**src/dcg_pkg.sv**
```systemverilog
// Shared types and constants for the drift cluster grouper.
// Used by dcg_div and drift_cluster_grouper; depends on nothing.
package dcg_pkg;

    localparam int SLICES    = 64;
    localparam int SLICE_AW  = (SLICES > 1) ? $clog2(SLICES) : 1;
    localparam int SLOT_W    = 6;
    localparam int TIME_W    = 20;
    localparam int THR_W     = 16;
    localparam int MULT_W    = 8;
    localparam int IDX_W     = 10;
    localparam int OP_W      = 2;
    localparam int CFG_IDX_W = 8;
    localparam int CFG_DAT_W = 16;

    // Dividend covers 255 * time + time.
    localparam int DIV_W     = 28;
    localparam int DVSR_W    = 16;
    localparam int DIV_CNT_W = $clog2(DIV_W + 1);

    localparam int IN_TDATA_W  = 48;
    localparam int OUT_TDATA_W = 40;

    localparam logic [MULT_W-1:0] MULT_MAX  = 8'd255;
    localparam logic [IDX_W-1:0]  INDEX_MAX = 10'd1023;

    localparam logic [OP_W-1:0] OP_LOAD   = 2'd0;
    localparam logic [OP_W-1:0] OP_ARRIVE = 2'd1;
    localparam logic [OP_W-1:0] OP_END    = 2'd2;

    localparam logic [CFG_IDX_W-1:0] REG_SLICE_WIDTH = 8'd0;
    localparam logic [CFG_IDX_W-1:0] REG_AVG_MODE    = 8'd1;

    localparam logic [THR_W-1:0] SLICE_WIDTH_RST = 16'd5000;

    typedef struct packed {
        logic              start;
        logic [DIV_W-1:0]  dividend;
        logic [DVSR_W-1:0] divisor;
    } t_div_req;

    typedef struct packed {
        logic             done;
        logic [DIV_W-1:0] quotient;
    } t_div_rsp;

    typedef struct packed {
        logic              last;
        logic [IDX_W-1:0]  index;
        logic [MULT_W-1:0] mult;
        logic [TIME_W-1:0] time_ps;
    } t_clus_rec;

endpackage

```
**src/dcg_ram.sv**
```systemverilog
// Generic single-write, single-read RAM with registered read data.
// Holds the threshold table; no dependencies.
module dcg_ram #(
    parameter int WIDTH = 16,
    parameter int DEPTH = 64,
    localparam int AW = (DEPTH > 1) ? $clog2(DEPTH) : 1
) (
    input  logic             i_clk,
    input  logic             i_we,
    input  logic [AW-1:0]    i_waddr,
    input  logic [WIDTH-1:0] i_wdata,
    input  logic [AW-1:0]    i_raddr,
    output logic [WIDTH-1:0] o_rdata
);

    logic [WIDTH-1:0] r_mem [DEPTH];
    logic [WIDTH-1:0] r_rdata;

    always_ff @(posedge i_clk) begin
        if (i_we) begin
            r_mem[i_waddr] <= i_wdata;
        end
        r_rdata <= r_mem[i_raddr];
    end

    assign o_rdata = r_rdata;

endmodule

```
**src/dcg_div.sv**
```systemverilog
// Bit-serial restoring divider, one quotient bit per cycle.
// Shared by the slice lookup and the running mean; uses dcg_pkg.
module dcg_div
    import dcg_pkg::*;
(
    input  logic     i_clk,
    input  logic     i_rst_n,
    input  t_div_req i_req,
    output t_div_rsp o_rsp
);

    logic [DIV_W-1:0]     r_quo;
    logic [DVSR_W-1:0]    r_rem;
    logic [DVSR_W-1:0]    r_dvsr;
    logic [DIV_CNT_W-1:0] r_cnt;
    logic                 r_busy;
    logic                 r_done;

    logic [DVSR_W:0] rem_sh;
    logic [DVSR_W:0] rem_sub;
    logic            fits;

    always_comb begin
        rem_sh  = {r_rem, r_quo[DIV_W-1]};
        rem_sub = rem_sh - {1'b0, r_dvsr};
        fits    = rem_sh >= {1'b0, r_dvsr};
    end

    always_ff @(posedge i_clk) begin
        if (!i_rst_n) begin
            r_busy <= 1'b0;
            r_done <= 1'b0;
            r_cnt  <= '0;
        end else begin
            r_done <= 1'b0;
            if (i_req.start) begin
                r_busy <= 1'b1;
                r_cnt  <= DIV_CNT_W'(DIV_W);
            end else if (r_busy) begin
                r_cnt <= r_cnt - 1'b1;
                if (r_cnt == DIV_CNT_W'(1)) begin
                    r_busy <= 1'b0;
                    r_done <= 1'b1;
                end
            end
        end
    end

    always_ff @(posedge i_clk) begin
        if (i_req.start) begin
            r_quo  <= i_req.dividend;
            r_rem  <= '0;
            r_dvsr <= i_req.divisor;
        end else if (r_busy) begin
            r_quo <= {r_quo[DIV_W-2:0], fits};
            r_rem <= fits ? rem_sub[DVSR_W-1:0] : rem_sh[DVSR_W-1:0];
        end
    end

    assign o_rsp.done     = r_done;
    assign o_rsp.quotient = r_quo;

endmodule

```
**src/drift_cluster_grouper.sv**
```systemverilog
// Drift cluster grouper: groups electron arrivals of one hit into clusters.
// Depends on dcg_pkg, dcg_ram (threshold table) and dcg_div (shared divider).
//
// Usage:
//   s_axis carries one request per beat: tuser is the opcode (load threshold,
//   electron arrival, end of hit), tdata the arrival time, slot and threshold.
//   m_axis carries one closed cluster per beat: tdata holds time, multiplicity
//   and index, tlast marks the cluster flushed by end of hit.
//   The cfg channel writes slice width (index 0) and average mode (index 1);
//   write it only while the block is idle. It is always ready.
// Sequence:
//   A threshold load, a first arrival, an empty end of hit or an ignored opcode
//   completes in the idle state. An arrival into an open cluster passes through
//   the divider, which forms the slice index bit-serially, then the table read
//   and the compare, and the emit step when it closes the cluster. In average
//   mode a joining arrival adds another division for the running mean. End of
//   hit with an open cluster passes through the emit step.
// Reset clears cluster state and output valid and resets the configuration;
// the threshold table holds garbage until loaded. When m_axis stalls, a
// finished cluster waits in the output register and the next request is still
// taken; only a request that must emit a second cluster waits for the slot.
module drift_cluster_grouper
    import dcg_pkg::*;
(
    input  logic                   i_clk,
    input  logic                   i_rst_n,
    // tdata: arrival_ps[19:0], slot[25:20], threshold_ps[41:26], zero pad
    input  logic [IN_TDATA_W-1:0]  s_axis_tdata,
    // tuser: opcode
    input  logic [OP_W-1:0]        s_axis_tuser,
    input  logic                   s_axis_tvalid,
    output logic                   s_axis_tready,
    // tdata: cluster_time_ps[19:0], multiplicity[27:20], cluster_index[37:28], zero pad
    output logic [OUT_TDATA_W-1:0] m_axis_tdata,
    output logic                   m_axis_tlast,
    output logic                   m_axis_tvalid,
    input  logic                   m_axis_tready,
    input  logic                   i_cfg_valid,
    output logic                   o_cfg_ready,
    input  logic [CFG_IDX_W-1:0]   i_cfg_index,
    input  logic [CFG_DAT_W-1:0]   i_cfg_data
);

    localparam logic [2:0] S_IDLE  = 3'd0;
    localparam logic [2:0] S_SLICE = 3'd1;
    localparam logic [2:0] S_RD    = 3'd2;
    localparam logic [2:0] S_CMP   = 3'd3;
    localparam logic [2:0] S_MEAN  = 3'd4;
    localparam logic [2:0] S_EMIT  = 3'd5;

    logic [2:0]        r_state;
    logic [DVSR_W-1:0] r_slice_w;
    logic              r_avg;
    logic [TIME_W-1:0] r_open_time;
    logic [MULT_W-1:0] r_count;
    logic [IDX_W-1:0]  r_closed;
    logic              r_open;
    logic [TIME_W-1:0] r_arrival;
    logic [SLICE_AW-1:0] r_slice;
    t_clus_rec         r_pend;
    t_clus_rec         r_out;
    logic              r_out_valid;

    logic [OP_W-1:0]   in_op;
    logic [TIME_W-1:0] in_arrival;
    logic [SLOT_W-1:0] in_slot;
    logic [THR_W-1:0]  in_thr;
    logic              in_acc;
    logic              out_free;
    logic              ram_we;
    logic [THR_W-1:0]  ram_rdata;
    t_div_req          div_req;
    t_div_rsp          div_rsp;
    logic [TIME_W-1:0] gap;
    logic              close_now;
    logic [DIV_W-1:0]  mean_sum;
    logic [SLICE_AW-1:0] slice_sat;
    logic [MULT_W-1:0] count_inc;

    assign in_arrival = s_axis_tdata[TIME_W-1:0];
    assign in_slot    = s_axis_tdata[TIME_W+SLOT_W-1:TIME_W];
    assign in_thr     = s_axis_tdata[TIME_W+SLOT_W+THR_W-1:TIME_W+SLOT_W];
    assign in_op      = s_axis_tuser;

    assign s_axis_tready = (r_state == S_IDLE);
    assign in_acc        = s_axis_tvalid && s_axis_tready;
    assign out_free      = !r_out_valid || m_axis_tready;
    assign o_cfg_ready   = 1'b1;

    assign ram_we = in_acc && (in_op == OP_LOAD)
                    && ({1'b0, in_slot} < (SLOT_W+1)'(SLICES));

    dcg_ram #(
        .WIDTH (THR_W),
        .DEPTH (SLICES)
    ) u_thr_ram (
        .i_clk   (i_clk),
        .i_we    (ram_we),
        .i_waddr (in_slot[SLICE_AW-1:0]),
        .i_wdata (in_thr),
        .i_raddr (r_slice),
        .o_rdata (ram_rdata)
    );

    always_comb begin
        gap       = r_arrival - r_open_time;
        close_now = (r_arrival > r_open_time) && (gap > TIME_W'(ram_rdata));
        mean_sum  = DIV_W'(r_count) * DIV_W'(r_open_time) + DIV_W'(r_arrival);
        count_inc = (r_count < MULT_MAX) ? r_count + 1'b1 : r_count;
        if (div_rsp.quotient > DIV_W'(SLICES - 1)) begin
            slice_sat = SLICE_AW'(SLICES - 1);
        end else begin
            slice_sat = div_rsp.quotient[SLICE_AW-1:0];
        end

        div_req = '0;
        if (in_acc && (in_op == OP_ARRIVE) && r_open) begin
            div_req.start    = 1'b1;
            div_req.dividend = DIV_W'(r_open_time);
            div_req.divisor  = (r_slice_w == '0) ? DVSR_W'(1) : r_slice_w;
        end else if ((r_state == S_CMP) && !close_now && r_avg) begin
            div_req.start    = 1'b1;
            div_req.dividend = mean_sum;
            div_req.divisor  = DVSR_W'(r_count) + 1'b1;
        end
    end

    dcg_div u_div (
        .i_clk   (i_clk),
        .i_rst_n (i_rst_n),
        .i_req   (div_req),
        .o_rsp   (div_rsp)
    );

    // configuration
    always_ff @(posedge i_clk) begin
        if (!i_rst_n) begin
            r_slice_w <= SLICE_WIDTH_RST;
            r_avg     <= 1'b0;
        end else if (i_cfg_valid) begin
            unique case (i_cfg_index)
                REG_SLICE_WIDTH: r_slice_w <= i_cfg_data;
                REG_AVG_MODE:    r_avg     <= i_cfg_data[0];
                default: ;
            endcase
        end
    end

    // control and cluster state
    always_ff @(posedge i_clk) begin
        if (!i_rst_n) begin
            r_state     <= S_IDLE;
            r_open_time <= '0;
            r_count     <= '0;
            r_closed    <= '0;
            r_open      <= 1'b0;
            r_out_valid <= 1'b0;
        end else begin
            unique case (r_state)
                S_IDLE: begin
                    if (in_acc) begin
                        unique case (in_op)
                            OP_ARRIVE: begin
                                if (!r_open) begin
                                    r_open_time <= in_arrival;
                                    r_count     <= MULT_W'(1);
                                    r_open      <= 1'b1;
                                end else begin
                                    r_state <= S_SLICE;
                                end
                            end
                            OP_END: begin
                                if (r_open) begin
                                    r_state <= S_EMIT;
                                end
                                r_open_time <= '0;
                                r_count     <= '0;
                                r_closed    <= '0;
                                r_open      <= 1'b0;
                            end
                            default: ;
                        endcase
                    end
                end
                S_SLICE: begin
                    if (div_rsp.done) begin
                        r_state <= S_RD;
                    end
                end
                S_RD: r_state <= S_CMP;
                S_CMP: begin
                    if (close_now) begin
                        if (r_closed < INDEX_MAX) begin
                            r_closed <= r_closed + 1'b1;
                        end
                        r_open_time <= r_arrival;
                        r_count     <= MULT_W'(1);
                        r_state     <= S_EMIT;
                    end else if (r_avg) begin
                        r_state <= S_MEAN;
                    end else begin
                        r_count <= count_inc;
                        r_state <= S_IDLE;
                    end
                end
                S_MEAN: begin
                    if (div_rsp.done) begin
                        r_open_time <= div_rsp.quotient[TIME_W-1:0];
                        r_count     <= count_inc;
                        r_state     <= S_IDLE;
                    end
                end
                S_EMIT: begin
                    // hold the cluster until the output register frees up
                    if (out_free) begin
                        r_state <= S_IDLE;
                    end
                end
                default: r_state <= S_IDLE;
            endcase
            if (r_state == S_EMIT && out_free) begin
                r_out_valid <= 1'b1;
            end else if (m_axis_tready) begin
                r_out_valid <= 1'b0;
            end
        end
    end

    // payload
    always_ff @(posedge i_clk) begin
        if (in_acc) begin
            r_arrival <= in_arrival;
        end
        if (r_state == S_SLICE && div_rsp.done) begin
            r_slice <= slice_sat;
        end
        if (in_acc && in_op == OP_END) begin
            r_pend <= '{last: 1'b1, index: r_closed, mult: r_count, time_ps: r_open_time};
        end else if (r_state == S_CMP && close_now) begin
            r_pend <= '{last: 1'b0, index: r_closed, mult: r_count, time_ps: r_open_time};
        end
        if (r_state == S_EMIT && out_free) begin
            r_out <= r_pend;
        end
    end

    assign m_axis_tvalid = r_out_valid;
    assign m_axis_tlast  = r_out.last;
    assign m_axis_tdata  = {(OUT_TDATA_W - TIME_W - MULT_W - IDX_W)'(0),
                            r_out.index, r_out.mult, r_out.time_ps};

    a_open_has_members: assert property (@(posedge i_clk) disable iff (!i_rst_n)
        r_open |-> (r_count != '0))
        else $error("open cluster without members");

    a_closed_is_empty: assert property (@(posedge i_clk) disable iff (!i_rst_n)
        !r_open |-> (r_count == '0 && r_open_time == '0))
        else $error("cluster state not cleared while no cluster is open");

    a_div_start_place: assert property (@(posedge i_clk) disable iff (!i_rst_n)
        div_req.start |-> (r_state == S_IDLE || r_state == S_CMP))
        else $error("divider started outside lookup or mean step");

    a_out_mult_nonzero: assert property (@(posedge i_clk) disable iff (!i_rst_n)
        m_axis_tvalid |-> (r_out.mult != '0))
        else $error("emitted cluster with zero multiplicity");

    a_emit_needs_pending: assert property (@(posedge i_clk) disable iff (!i_rst_n)
        $rose(r_out_valid) |-> ($past(r_state) == S_EMIT))
        else $error("output loaded outside emit step");

endmodule
```
**config.mk**
```make
export PLATFORM = sky130hd
export DESIGN_NAME = drift_cluster_grouper
export DESIGN_NICKNAME = d
export VERILOG_FILES = /design/src/dcg_pkg.sv /design/src/dcg_ram.sv /design/src/dcg_div.sv /design/src/drift_cluster_grouper.sv
export SDC_FILE = /design/constraint.sdc
export NUM_CORES = 2
export LEC_CHECK = 0
export BUFFER_PORTS_ARGS = -buffer_cell sky130_fd_sc_hd__buf_2
export CAP_MARGIN = 20
export CORE_MARGIN = 2
export CORE_UTILIZATION = 45
export CTS_BUF_LIST = sky130_fd_sc_hd__clkbuf_4 sky130_fd_sc_hd__clkbuf_8 sky130_fd_sc_hd__clkbuf_16
export DETAILED_ROUTE_END_ITERATION = 8
export PLACE_DENSITY = 0.67
export SYNTH_ARGS = -nofsm -noshare
export SYNTH_HDL_FRONTEND = slang
export SYNTH_SLANG_ARGS = --single-unit
```
**constraint.sdc**
```tcl
create_clock -name i_clk -period 6.88 [get_ports i_clk]
set_input_delay 0.344 -clock i_clk [delete_from_list [all_inputs] [get_ports i_clk]]
set_output_delay 0.344 -clock i_clk [all_outputs]
set_load 0.01 [all_outputs]
```
==> results.yml <==
detailed_routing:
  drt_iter0_markers: 3296
  vias: 30100
  drc_errors: 0
  wire_per_inst_um: 25.4
  viasPerCell: 5.74
  antenna_left: 0
  firstDrtPassIters: 6
  wirelength_mm: 133
timing:
  maxSlewViolCount: 0
  min_period_ns: 6.13
  hold_viol: 0
  worst_pin_slew_ns: 1.13
  max_slew_margin_pct: 24.4
  layout_setup_ws_ns: 0.745
  finalCritPeriodShare_pct: 89.2
  skew_ns: 0.0291
  grt_setup_unrepaired: "no"
  fmax_mhz: 163
  fin_setup_tns_ns: 0
  finalSetupViolations: 0
worst_setup_path:
  critPathSlowestCell: "dfxtp_1"
  crit_arrival_ns: 6.61
  path_class: "reg2reg"
  path_cells: "nand2_1 -> fa_1 -> fa_1 -> inv_1 -> fa_1 -> inv_1 -> fa_1 -> inv_1 -> ha_1 -> a2111oi_2 -> o21ai_1 -> a31o_2 -> a311o_1 -> a21o_1 -> a221o_1 -> a21oi_1 -> xor2_1 -> o21ai_0"
  startpoint: "r_open_time[5]$_SDFFE_PN0P_"
  worst_ep_required_time_ns: 7.35
  r2r-start: "r_open_time[5]$_SDFFE_PN0P_"
  cpMostUsedCell: "fa_1"
  cp_slowest_stage_delay_ns: 0.74
  critPathCaptureType: "flop"
  critPathMaxFanout: 12
  critPathLaunchType: "flop"
pwr:
  ir_drop_mv: 0.293
  p_leak_nw: 22.0
  cellPowerDensity_nw_per_um2: 270
clock_network:
  cts.sinks: 1271
  ctsLongestPathBuffers: 3
  cts-root-buf: "clkbuf_16"
  cts_tree: "done"
  cts_buffers: 135
  clock_latency_ns: 0.76
  cts.reportedPaths.clkPinSlew_ns: 0.06
  htreeDepth: 4
floorplan:
  die-area_um2: 128000
  num_rows: 129
  core_um2: 124000
  io_pins: 123
  die_y_um: 358
  start_util_pct: 45.5
  fp.dieW_um: 358
synthesis:
  synth_area_per_cell_um2: 17.3
  synth_seq_cells: 1271
  ys.flop_type: "edfxtp_1"
  ys_types: 75
  synth_edf_count: 1171
  syn_inst: 3254
  async_reset_ff_share_pct: 0
  yosysWarnings: 0
  synth_area_um2: 56400
  ys_seq_area_share_pct: 65.9
worst_hold_path:
  min_path_type: "in2reg"
  holdCritStartpoint: "i_rst_n"
run_status:
  status: "complete, no violations"
global_routing:
  grt_max_degree: 112
  grtUsageTotal_pct: 21.1
  antenna_found_initial: 7
  grt_pass1_wl_mm: 198
  grt_pass1_vias: 30700
  grt_overflow: 0
final_layout:
  n_fill_cell: 9900
  drive_gt1_share_pct: 22.4
  syn_to_final_growth_pct: 14.3
  ff_latch_area_um2: 37200
  multiInputGateArea_um2: 17600
  nets: 3821
placed_design:
  port_buffers: 113
  dp_slack_ns: 0.811
  place_hpwl_mm: 80.0
  gp_congestion: 0.845
flow_run:
  maxCapViolCount: 0
per-stage QoR:
step                      total power (W)  utilization [%]  cell area [um2]  instances  hold slack, ns
after floorplan                   0.00983                -            56400       3255           0.400
after global routing               0.0180             52.0            64500       5245          0.0641
after CTS                          0.0175             51.7            64100       5222         0.00199
after global placement             0.0103             47.8            59200       4937           0.402
final                              0.0174             52.0            64500       5247          0.0448
after detailed placement           0.0103             47.8            59200       4939           0.405
worst max-delay path: cells and delay by family, from the launching register on:
family	cells	cell delay [ns]
flip-flops	1	0.74
XOR/XNOR	1	0.15
buffers and inverters	3	0.16
AO/OA/AOI/OAI	8	2.21
adder cells (fa/ha/maj)	5	2.42
AND/OR/NAND/NOR	1	0.18
power by group:
part           leakage (nW)  switching, W  internal (W)
combinational          8.47      0.000892      0.000600
sequential             11.4      0.000173       0.00855
clock                  2.17       0.00302       0.00414
total                  22.0       0.00408        0.0133
synthesized netlist by cell type, types with 25 or more instances:
library cell / count / area (um2)
xnor2_1: 33 / 289
edfxtp_1: 1171 / 35200
a21oi_1: 66 / 330
nor2_1: 168 / 631
ha_1: 107 / 1340
mux4_2: 336 / 7570
fa_1: 130 / 2600
inv_1: 254 / 953
nand2_1: 130 / 488
mux2i_1: 30 / 300
and2_1: 116 / 726
dfxtp_1: 100 / 2000
a211oi_1: 44 / 330
buf_1: 31 / 116
nand3_1: 25 / 125
a21o_1: 39 / 293
clkbuf_1: 131 / 492
o21ai_0: 33 / 165
path summary, 6_finish.rpt:
| kind | end | slack, ns | cells after the start |
|---|---|---|---|
| hold / removal | r_slice_w[3]$_SDFFE_PN1P_ | 0.04 | 2 |
| hold reg to reg | m_axis_tdata[8]$_DFFE_PP_ | 0.41 | 0 |
| setup reg to reg | u_div.r_quo[21]$_DFFE_PP_ | 0.75 | 18 |
| setup / recovery | u_div.r_quo[21]$_DFFE_PP_ | 0.75 | 18 |
per-layer routing:
layer / vias to the layer above / track usage [%] / routed length [um]
met4: 8 / 6.64 / 3320
met1: 15600 / 29.2 / 55500
li1: 13100 / - / -
met3: 201 / 3.28 / 9180
met2: 1219 / 34.4 / 65000
met5: - / 0 / 55
registers in the layout (all words and copies together) (netlist names), 3 cells and up:
| name | count |
|---|---|
| m_axis_tdata | 38 |
| r_arrival | 20 |
| r_closed | 10 |
| r_count | 8 |
| r_open_time | 20 |
| r_pend | 39 |
| r_slice | 6 |
| r_slice_w | 16 |
| r_state | 3 |
| u_div.r_cnt | 5 |
| u_div.r_dvsr | 16 |
| u_div.r_quo | 28 |
| u_div.r_rem | 16 |
| u_thr_ram.o_rdata | 16 |
| u_thr_ram.r_mem | 1024 |
final cells by class:
| class | count | share of cell area (%) |
|---|---|---|
| Timing Repair Buffer | 286 | 3.54 |
| Antenna cell | 2 | 0.00776 |
| Clock inverter | 81 | 1.21 |
| Clock buffer | 159 | 5.63 |
| Multi-Input combinational cell | 1556 | 27.3 |
| Tap cell | 1637 | 3.18 |
| Sequential cell | 1271 | 57.7 |
| Inverter | 255 | 1.48 |
timing repair:
| action | 4_1_cts | 5_1_grt |
|---|---|---|
| endpoints found under the hold margin | 39 | 75 |
| hold buffers | 43 | 7 |
| resized for setup | 0 | 0 |
| buffers inserted | 0 | 0 |
logic make-up after synthesis:
group | count (synthesis) | synth area share [%]
AOI/OAI and AO/OA | 327 | 4.31
xor gates and xnor gates | 54 | 0.852
adders and majority gates | 237 | 6.99
buffers and inverters | 428 | 2.92
DFF | 1271 | 65.9
muxes | 367 | 14.0
other | 2 | 0.0133
and+or+nand+nor | 568 | 5.02
cells in the final DEF (no fill, tap or decap), types with 14 or more instances in the layout:
| master | synthesis | layout |
|---|---|---|
| buf_2 | 4 | 113 |
| o21ai_0 | 33 | 33 |
| xnor2_1 | 33 | 33 |
| buf_12 | 0 | 20 |
| a221o_1 | 22 | 22 |
| clkbuf_4 | 0 | 18 |
| mux4_2 | 336 | 336 |
| dlygate4sd3_1 | 0 | 50 |
| mux2i_1 | 30 | 30 |
| a31oi_1 | 15 | 14 |
| nor2_1 | 168 | 166 |
| fa_1 | 130 | 130 |
| nand3_1 | 25 | 25 |
| a211oi_1 | 44 | 44 |
| inv_1 | 254 | 253 |
| clkinv_1 | 0 | 31 |
| ha_1 | 107 | 107 |
| nand2_1 | 130 | 129 |
| nand2b_1 | 18 | 18 |
| and2_1 | 116 | 116 |
| clkbuf_16 | 0 | 138 |
| clkinv_2 | 0 | 21 |
| o21a_1 | 14 | 14 |
| a222oi_1 | 20 | 20 |
| a21oi_1 | 66 | 66 |
| edfxtp_1 | 1171 | 1171 |
| and3_1 | 22 | 21 |
| dfxtp_1 | 100 | 100 |
| buf_4 | 4 | 100 |
| xor2_1 | 20 | 20 |
| a21o_1 | 39 | 39 |
Power figures use the tool's default switching activity.
